$ cat config.mk
export PLATFORM = sky130hd
export DESIGN_NAME = rrt_cell
export DESIGN_NICKNAME = d
export VERILOG_FILES = /design/src/design/rrt_pkg.sv /design/src/design/rrt_cell.sv
export SDC_FILE = /design/constraint.sdc
export NUM_CORES = 1
export LEC_CHECK = 0
export BUFFER_PORTS_ARGS = -buffer_cell sky130_fd_sc_hd__buf_2
export CAP_MARGIN = 40
export CELL_PAD_IN_SITES_DETAIL_PLACEMENT = 1
export CELL_PAD_IN_SITES_GLOBAL_PLACEMENT = 2
export CORE_MARGIN = 2
export CORE_UTILIZATION = 26
export CTS_CLUSTER_DIAMETER = 100
export DETAILED_ROUTE_END_ITERATION = 12
export MAX_ROUTING_LAYER = met4
export PLACE_DENSITY_LB_ADDON = 0.05
export SYNTH_ARGS = -nofsm -noshare
export SYNTH_HDL_FRONTEND = slang
export SYNTH_SLANG_ARGS = --single-unit
export TNS_END_PERCENT = 100
$ cat constraint.sdc
create_clock -name i_clk -period 2.31 [get_ports i_clk]
set_input_delay 0.231 -clock i_clk [delete_from_list [all_inputs] [get_ports i_clk]]
set_output_delay 0.231 -clock i_clk [all_outputs]
set_load 0.005 [all_outputs]
$ cat src/design/rrt_pkg.sv
`timescale 1ns / 1ps

package rrt_pkg;

    localparam int CAPACITY = 256;
    localparam int CNT_W    = $clog2(CAPACITY + 1);
    localparam int GROUP    = 16;
    localparam int NGROUP   = (CAPACITY + GROUP - 1) / GROUP;
    localparam int USED_W   = 9;

    localparam logic [1:0] MODE_CLEAR   = 2'd0;
    localparam logic [1:0] MODE_RESERVE = 2'd1;
    localparam logic [1:0] MODE_CLAIM   = 2'd2;

    typedef struct packed {
        logic [1:0]         mode;
        logic signed [15:0] left;
        logic signed [15:0] top;
        logic [14:0]        width;
        logic [14:0]        height;
    } t_in_word;

    typedef struct packed {
        logic              granted;
        logic              stored;
        logic [USED_W-1:0] used_count;
    } t_out_word;

    typedef struct packed {
        logic signed [15:0] x0;
        logic signed [15:0] y0;
        logic signed [15:0] x1;
        logic signed [15:0] y1;
    } t_box;

    typedef struct packed {
        logic load;
        logic occupied;
    } t_cell_ctrl;

    function automatic t_box form_box(input t_in_word w);
        t_box       b;
        logic [15:0] ex;
        logic [15:0] ey;
        ex   = 16'(unsigned'(w.left)) + {1'b0, w.width} - 16'd1;
        ey   = 16'(unsigned'(w.top)) + {1'b0, w.height} - 16'd1;
        b.x0 = w.left;
        b.y0 = w.top;
        b.x1 = signed'(ex);
        b.y1 = signed'(ey);
        return b;
    endfunction

endpackage

$ cat src/design/rrt_cell.sv
`timescale 1ns / 1ps

module rrt_cell import rrt_pkg::*; (
    input  logic       i_clk,
    input  logic       i_rst_n,
    input  t_cell_ctrl i_ctrl,
    input  t_box       i_query,
    input  t_box       i_prev,
    output t_box       o_box,
    output logic       o_hit
);

    t_box r_box;
    logic r_hit;
    logic n_hit;

    always_comb begin
        n_hit = i_ctrl.occupied &&
                (i_query.x0 <= r_box.x1) && (i_query.x1 >= r_box.x0) &&
                (i_query.y0 <= r_box.y1) && (i_query.y1 >= r_box.y0);
    end

    always_ff @(posedge i_clk) begin
        if (i_ctrl.load) begin
            r_box <= i_prev;
        end
    end

    always_ff @(posedge i_clk) begin
        if (!i_rst_n) begin
            r_hit <= 1'b0;
        end else begin
            r_hit <= n_hit;
        end
    end

    assign o_box = r_box;
    assign o_hit = r_hit;

endmodule

# == After elaboration in Yosys (flattened, before gate mapping) ==
# Index checks and enable logic that the tools add are counted.
# word_totals
register_bits,65
latch_bits,0
ram_bits,0
romBits,0
input_bits,132
output_inout_bits,65
elab_cells,13
n_memories,0
# op_classes
add_sub_neg,0
n_mul,0
n_div,0
n_lt_le_gt_ge,4
n_eq_ne,0
shifts,0
muxes,0
bitwise,0
reduce_logical,4
# op_table
op,count
greater-or-equal comparator 16 bit,2
less-or-equal comparator 16 bit,2
logical AND 1 bit,4

# == Longest topological paths before layout ==
# Gate-level depths: netlist (run 1).
# logic_depth
depth_word,5
mapped_depth,8
mapped_depth_nobuf,8

# == Worst setup path before layout (run 1) ==
# OpenSTA, ideal clock, no wires.
# synth_path
kind,register -> register
start,"reg r_box, in the netlist o_box[47]"
end,reg r_hit (netlist: o_hit)
setup_ns,0.088
arrival_ns,1.711
required_ns,2.222
path_slack_ns,0.511
stages_incl_launch_ff,9
n_path_buf,0
period_less_slack_ns,1.799
path_cell_list,edfxtp_1 inv_1 ha_1 nand4_2 nor3_1 a2111o_1 a21oi_2 mux2i_1 nor4_2
# synth_via
elab_chain_cells,2
# synth_lines
item,line_no,source
from (decl),rrt_cell.sv:13,t_box r_box;
from (signal assigned),rrt_cell.sv:25,r_box <= i_prev;
greater-or-equal comparator 16 bit,rrt_cell.sv:20,(i_query.y0 <= r_box.y1) && (i_query.y1 >= r_box.y0);
logical AND 1 bit,rrt_cell.sv:20,
to (signal assigned),rrt_cell.sv:33,r_hit <= n_hit;
to (decl),rrt_cell.sv:14,logic r_hit;
# No other way between the ends.
# A chain may end at the register's enable or synchronous reset.

# == Worst setup path after layout (run 1) ==
# layout_path
start,"reg r_box, in the netlist o_box[31]"
end,reg r_hit (netlist: o_hit)
# layout_via
elab_chain_cells,5
# layout_lines
item,line_no,source
less-or-equal comparator 16 bit,rrt_cell.sv:19,(i_query.x0 <= r_box.x1) && (i_query.x1 >= r_box.x0) &&
logical AND 1 bit,rrt_cell.sv:18,n_hit = i_ctrl.occupied &&
logical AND 1 bit (2 in a row),rrt_cell.sv:19,
logical AND 1 bit,rrt_cell.sv:20,
# No other way between the ends.

==> run metrics, run 1 <==
maxcap violations=0; DR pass1 iterations=4; die area=14800 sq um; fin crit period=2080 ps; status=finished, final reports clean; clk_lat worst skew=330 ps; Starting Density=0.269; Data arrival, critical path=2320 ps; final worst-path cycle share=0.901; met3 Usage GRT=0.0576; Synth Instances=about 300; Die Ht=122 microns; Seq cells post-synth=65; PwrDens=670 nW/um^2; hold_buf cts=0; max-slew violation count=0; min-delay src=i_prev[38]; Slew headroom=0.654; CTS max path bufs=2; endpoints failing setup=0; DP Cell Count=672; global route hottest layer=met2; mean routed wirelength per cell=14.1 microns; worst path required time=2550 ps; Max Fanout on Critical Path=3; final non-filler cell total=689; first-pass GRT wire length=15200 microns; layout cells sized above 1=0.432; drt via density=4.29; multi-input logic area=1420 sq um; DRT antenna net count=0; Layout area overhead=43.1%; top-area cell type share of the netlist area=0.535; 1st-iter DRT viols=85; area leader, netlist=edfxtp_1; fillers=1560; I/O Pins=between 150 and 200; wirelength, routed=between 9000 and 10000 microns; peak supply drop=340 uV; Post-Place Worst Slack=80.1 ps; Reg area=1940 sq um; core area=13300 sq um; min setup slack post-route=230 ps; initial antenna violation count=1; synth unique cells=33; grt total ovfl=0; vias in the first global route=about 3200; Fmax=0.481 GHz; gp weighted congestion=0.741; setup_tns=0 ps; hold crit path type=in -> reg; Post-Synthesis Cell Area=3590 sq um; # clock sinks=65; pin count of the biggest net entering global routing=38; final core utilization=0.385; Worst Setup End Kind=flip-flop; Hold Slack=70.5 ps; I/O Buffers=196; Seq/Total Area, Yosys=0.540; clock root cell=clkbuf_16; CTS tree=built; final hold vios=0; Via Count=2956; DIE WIDTH=around 120 microns; met1 Use GR=0.162; final layout net count=703; Clock Skew=3.01 ps; Total GRT Usage=0.141; Synth area leaders=edfxtp_1, ha_1, inv_1; syn_nets=493; startpoint types=flip-flop; unrepaired setup endpoints after global routing=no; Cell Rows=42; # DRC=0; Yosys Warn Count=0; Slew @ Worst Pin=519 ps; met2 usage=0.228; Syn Area/Cell=12.1 sq um; Static Leak=around 2.6 nW; R2R Path Start=o_box[31]; Worst-path clk slew=50 ps; HPWL after DPL=about 8200 microns; clock buffer count from CTS=9; htree depth=3; Worst Setup Path Type=reg -> reg; Setup crit start=o_box[31]
## layout by cell type (no fill, tap or decap), types with 2 or more instances in the layout
master     netlist  final
clkbuf_16        0      9
nor3_1           5      4
a21oi_1         23     23
a31oi_1          2      2
nor2b_1          4      4
edfxtp_1        64     64
nor4_2           2      3
a211oi_1         2      2
inv_1           66     66
a21o_1           4      4
ha_1            64     64
mux2i_1          2      2
nand2_1         14     14
buf_4            0      3
buf_2            0    196
nor2_1           6      6
nand4_1         11     11
clkinv_2         0      2
o21ai_0          4      4
bufinv_16        0      2
nand3_1          7      7
## repair_timing
action	in CTS	in global routing
resized for setup	0	3
setup endpoints to repair	0	1
hold endpoints to repair	0	0
setup buffers	0	0
## worst max-delay path: stages (launching register included)
cell and delay (ps):
edfxtp_1 330, inv_1 50, ha_1 310, nand4_1 150, nor3_2 260, nand3_1 120
nor3_1 200, o311ai_1 180, buf_4 170, nor4_2 230
## registers in the layout (all words and copies together), names as in the netlist
register  cells
o_box        64
o_hit         1
## area by class of cell
cell class | instances | share of cell area
Antenna cell | 1 | 0.000486
Clock buffer | 10 | 0.0445
Clock inverter | 6 | 0.0161
Inverter | 66 | 0.0482
Multi-Input combinational cell | 166 | 0.275
Sequential cell | 65 | 0.378
Tap cell | 176 | 0.0428
Timing Repair Buffer | 199 | 0.195
## through the flow
stage	power, mW	area [sq um]
5_1_grt	3.65	5140
3_3_place_gp	2.04	4820
6_report	3.45	5140
2_1_floorplan	1.74	3590
3_5_place_dp	2.05	4820
4_1_cts	3.52	5130
## cell families (layout without fill, tap and decap cells)
group / Yosys count / count (layout) / synth area share
buf+inv: 66 / 281 / 0.0689
flops: 65 / 65 / 0.540
fa+ha+maj: 64 / 64 / 0.223
simple gates: 53 / 53 / 0.0804
compound gates: 47 / 47 / 0.0821
mux: 2 / 2 / 0.00557
other cells: 0 / 1 / 0
## final timing paths
| kind | slack [ps] | depth (start not counted) | to |
|---|---|---|---|
| max reg2reg | 230 | 9 | o_hit |
| max | 230 | 9 | o_hit |
| min reg2reg | 940 | 5 | o_hit |
| min | 70 | 1 | o_box[38] |
## metal layers
metal / part of all wire / wire length, microns
met4: 0.0067 / 65
met2: 0.48 / 4640
met3: 0.082 / 799
met1: 0.43 / 4200
met5: 0 / 0
## cells in the mapped netlist
| cell | instances |
|---|---|
| inv_1 | 66 |
| edfxtp_1 | 64 |
| ha_1 | 64 |
| a21oi_1 | 23 |
| nand2_1 | 14 |
| nand4_1 | 11 |
| nand3_1 | 7 |
| nor2_1 | 6 |
| nor3_1 | 5 |
| a21o_1 | 4 |
| nor2b_1 | 4 |
| o21ai_0 | 4 |
| a211oi_1 | 2 |
| a31oi_1 | 2 |
| mux2i_1 | 2 |
| nor4_2 | 2 |
| a2111o_1 | 1 |
| a2111oi_0 | 1 |
| a21oi_2 | 1 |
| a311oi_1 | 1 |
| dfxtp_1 | 1 |
| nand4_2 | 1 |
| nor4_1 | 1 |
| o2111ai_1 | 1 |
| o211ai_1 | 1 |
| o21a_1 | 1 |
| o21ai_1 | 1 |
| o221a_2 | 1 |
| o221ai_1 | 1 |
| o311ai_0 | 1 |
| o31ai_1 | 1 |
| or3b_2 | 1 |
| or4_1 | 1 |
## report_power, final
part / internal (mW) / leakage [nW] / switching, mW / total [mW]
logic: 0.283 / 1.81 / 0.289 / 0.572
clock network: 0.938 / 0.154 / 0.495 / 1.43
registers: 1.40 / 0.634 / 0.0409 / 1.44
total: 2.62 / 2.60 / 0.825 / 3.45
No activity file was read; power rests on OpenSTA's default activity.
==> run 2, diff against run 1 <==
--- a/config.mk
+++ b/config.mk
@@ -5,6 +5,7 @@
 export SDC_FILE = /design/constraint.sdc
 export NUM_CORES = 1
 export LEC_CHECK = 0
+export ABC_AREA = 1
 export BUFFER_PORTS_ARGS = -buffer_cell sky130_fd_sc_hd__buf_2
 export CAP_MARGIN = 40
 export CELL_PAD_IN_SITES_DETAIL_PLACEMENT = 1
@@ -15,6 +16,7 @@
 export DETAILED_ROUTE_END_ITERATION = 12
 export MAX_ROUTING_LAYER = met4
 export PLACE_DENSITY_LB_ADDON = 0.05
+export SLEW_MARGIN = 10
 export SYNTH_ARGS = -nofsm -noshare
 export SYNTH_HDL_FRONTEND = slang
 export SYNTH_SLANG_ARGS = --single-unit
==> run 2 against run 1 <==
Compared with the run above:
- sequential power is essentially flat
- synthesized cell count rose by 22%
- largest power group unchanged
- sequential share of layout area is 0.53 points lower
- cell area up 1.4%
- combinational power rose by 6.1%
- register-to-register slack better by 470 ps
- utilization shrank 1.2 points
- critical path depth increased by 3
- area after synthesis up 4.2%
- wire length up 0.23%
- highest routed layer unchanged
- critical endpoint unchanged
- setup slack better by 470 ps
- non-clock buffer count shrank 2
==> run metrics, run 2 <==
status=finished, final reports clean; setup_tns=0 ps (unchanged); syn_nets=557 (+13%); PwrDens=619 nW/um^2 (-7.7%); clock buffer count from CTS=9 (unchanged); clk_lat worst skew=330 ps (about the same); Fmax=0.620 GHz (+29%); Bufs and invs on worst path=2 (unchanged); top-area cell type share of the netlist area=0.513 (-0.0214); worst path required time=2540 ps (about the same); wirelength, routed=9730 microns (+0.23%); drt via density=4.19 (-2.3%); Main synth FF type=edfxtp_1; Slew headroom=0.756 (+0.102); r2r setup slk=700 ps (+470 ps); pin count of the biggest net entering global routing=65 (+71%); max-slew violation count=0 (unchanged); HPWL after DPL=8060 microns (-2.1%); Worst Hold Path Cells=1 (unchanged); Syn Area/Cell=10.4 sq um (-14%); final layout net count=765 (+8.8%); startpoint types=flip-flop; Slew @ Worst Pin=366 ps (-153 ps); gp weighted congestion=0.687 (-7.3%); Via Count=3156 (+6.8%); total power=3.23 mW (-6.4%); Worst Setup End Kind=flip-flop; Slowest cell on crit path=edfxtp_1; R2R Path Start=o_box[23]; fillers=1718 (+10%); clock root cell=clkbuf_16; Synth Instances=361 (+22%); endpoints failing setup=0 (unchanged); Static Leak=2.79 nW (+7.4%); hold_buf cts=0 (unchanged); maxcap violations=0 (unchanged); Largest register FFs=64 (unchanged); Starting Density=0.268 (-0.00160); Layout area overhead=39.3%; synth unique cells=20 (-39%); Reg area=1940 sq um (unchanged); CTS tree=built; most frequent cells in the layout=buf_2, inv_1, nand2_1; WP depth=12 (+3); Seq/Total Area, Yosys=0.519 (-0.0217); CP Cell Sequence=inv_1 > ha_1 > nand2_1 > inv_1 > a21oi_1 > nand3_1 > nand2_1 > nand2_1 > nand2_1 > nand3_1 > nand3_1 > nor2_1; vias in the first global route=3219 (+0.28%); DR pass1 iterations=6 (+2); Worst Setup Path Type=reg -> reg; mean routed wirelength per cell=12.9 microns (-8.3%); Synth top cells by count=inv_1, nand2_1, edfxtp_1, ha_1, a21oi_1; # DRC=0 (unchanged); initial antenna violation count=1 (unchanged); most numerous cell in the Yosys netlist=inv_1; layout cells sized above 1=0.374 (-0.0575); slowest stage delay, CP=380 ps (+50 ps); number of flops mapped to enable cells by yosys=64 (unchanged); Seq cells post-synth=65 (unchanged); grt total ovfl=0 (unchanged); Total GRT Usage=0.133 (-0.00770); Die Ht=124 microns (+2.0%); # clock sinks=65 (unchanged); hold crit path type=in -> reg; unrepaired setup endpoints after global routing=no; Max Fanout on Critical Path=3 (unchanged); DRT antenna net count=0 (unchanged); 1st-iter DRT viols=92 (+8.2%); commonest non-fill, non-tap cell in the layout=buf_2; depth of the worst register-to-register path=12 (+3); Data arrival, critical path=1840 ps (-480 ps); Post-Synthesis Cell Area=3740 sq um (+4.2%); DIE WIDTH=124 microns (+2.0%); min-delay src=i_prev[3]; Synth area leaders=edfxtp_1, ha_1, inv_1; area leader, netlist=edfxtp_1; CTS max path bufs=2 (unchanged); FFs w/ async S/R, synth=0 (unchanged); core area=14000 sq um (+4.8%); final worst-path cycle share=0.698 (-0.203); die area=15400 sq um (+4.0%); htree depth=3 (unchanged); Critical Path Most Common Cell=nand2_1; Cell Rows=43 (+2.4%); first-pass GRT wire length=14700 microns (-3.6%); I/O Buffers=196 (unchanged); peak supply drop=316 uV (-7.1%); Setup Buffers After CTS=0 (unchanged); RR Endpoint=o_hit; Hold EP=o_box[3]; Worst-path clk slew=50 ps (about the same); Yosys Warn Count=0 (unchanged); Clock Skew=3.41 ps (+0.404 ps); I/O Pins=197 (unchanged); final hold vios=0 (unchanged); multi-input logic area=1470 sq um (+4.0%); fin crit period=1610 ps (-468 ps); Gates resized, CTS repair=0 (unchanged); crit-path leading delay family=simple AND/OR/NAND/NOR gates
-- run 2: cell count changes after synthesis, sizes merged, moves of 2 or more --
cell | before | now
a211oi | 2 | 0
a21o | 4 | 1
a31oi | 2 | 0
inv | 66 | 88
mux2i | 2 | 0
nand2 | 14 | 66
nand3 | 7 | 16
nand4 | 12 | 5
nor2 | 6 | 16
nor2b | 4 | 0
nor3 | 5 | 3
nor4 | 3 | 1
o21bai | 0 | 3
-- run 2: metrics by stage --
| step | hold slack, ps | cells | area [sq um] | setup WS [ps] | utilization |
|---|---|---|---|---|---|
| 4_1_cts | 52.1 | 752 | 5220 | 625 | 0.373 |
| 2_1_floorplan | 330 | 361 | 3740 | 861 | - |
| 3_3_place_gp | 407 | 738 | 4970 | 654 | 0.355 |
| 5_1_grt | 54.4 | 753 | 5220 | 432 | 0.373 |
| 3_5_place_dp | 410 | 738 | 4970 | 636 | 0.355 |
| 6_report | 71.2 | 753 | 5220 | 698 | 0.373 |
-- run 2: logic make-up after synthesis --
kind of cell             synth area share
buffers and inverters              0.0882
flip-flops                          0.519
AND/OR/NAND/NOR                     0.125
adder cells (fa/ha/maj)             0.214
AO/OA/AOI/OAI                      0.0545
-- run 2: worst max path at each step --
stage          startpoint    end  slack (ps)
2_1_floorplan   o_box[15]  o_hit         860
3_3_place_gp    o_box[15]  o_hit         650
6_report        o_box[23]  o_hit         700
5_1_grt         o_box[31]  o_hit         430
3_5_place_dp    o_box[23]  o_hit         640
4_1_cts         o_box[23]  o_hit         630
-- run 2: layout make-up --
type,count,area share
Clock inverter,2,0.00144
Clock buffer,12,0.0453
Inverter,88,0.0633
Tap cell,180,0.0432
Sequential cell,65,0.372
Antenna cell,1,0.000480
Timing Repair Buffer,197,0.192
Multi-Input combinational cell,208,0.282
-- run 2: power by group --
| group | internal, mW | switching [mW] | total (mW) |
|---|---|---|---|
| registers | 1.40 | 0.0424 | 1.45 |
| logic | 0.291 | 0.316 | 0.607 |
| clock network | 0.707 | 0.470 | 1.18 |
-- run 2: per-layer routing --
layer  vias to the layer above  wire length (microns)  global-route usage
li1                       1619                      -                   -
met1                      1410                   4080               0.150
met2                       113                   4650               0.216
met3                        14                    815              0.0408
met4                         0                    180              0.0611
met5                         -                      0                   -
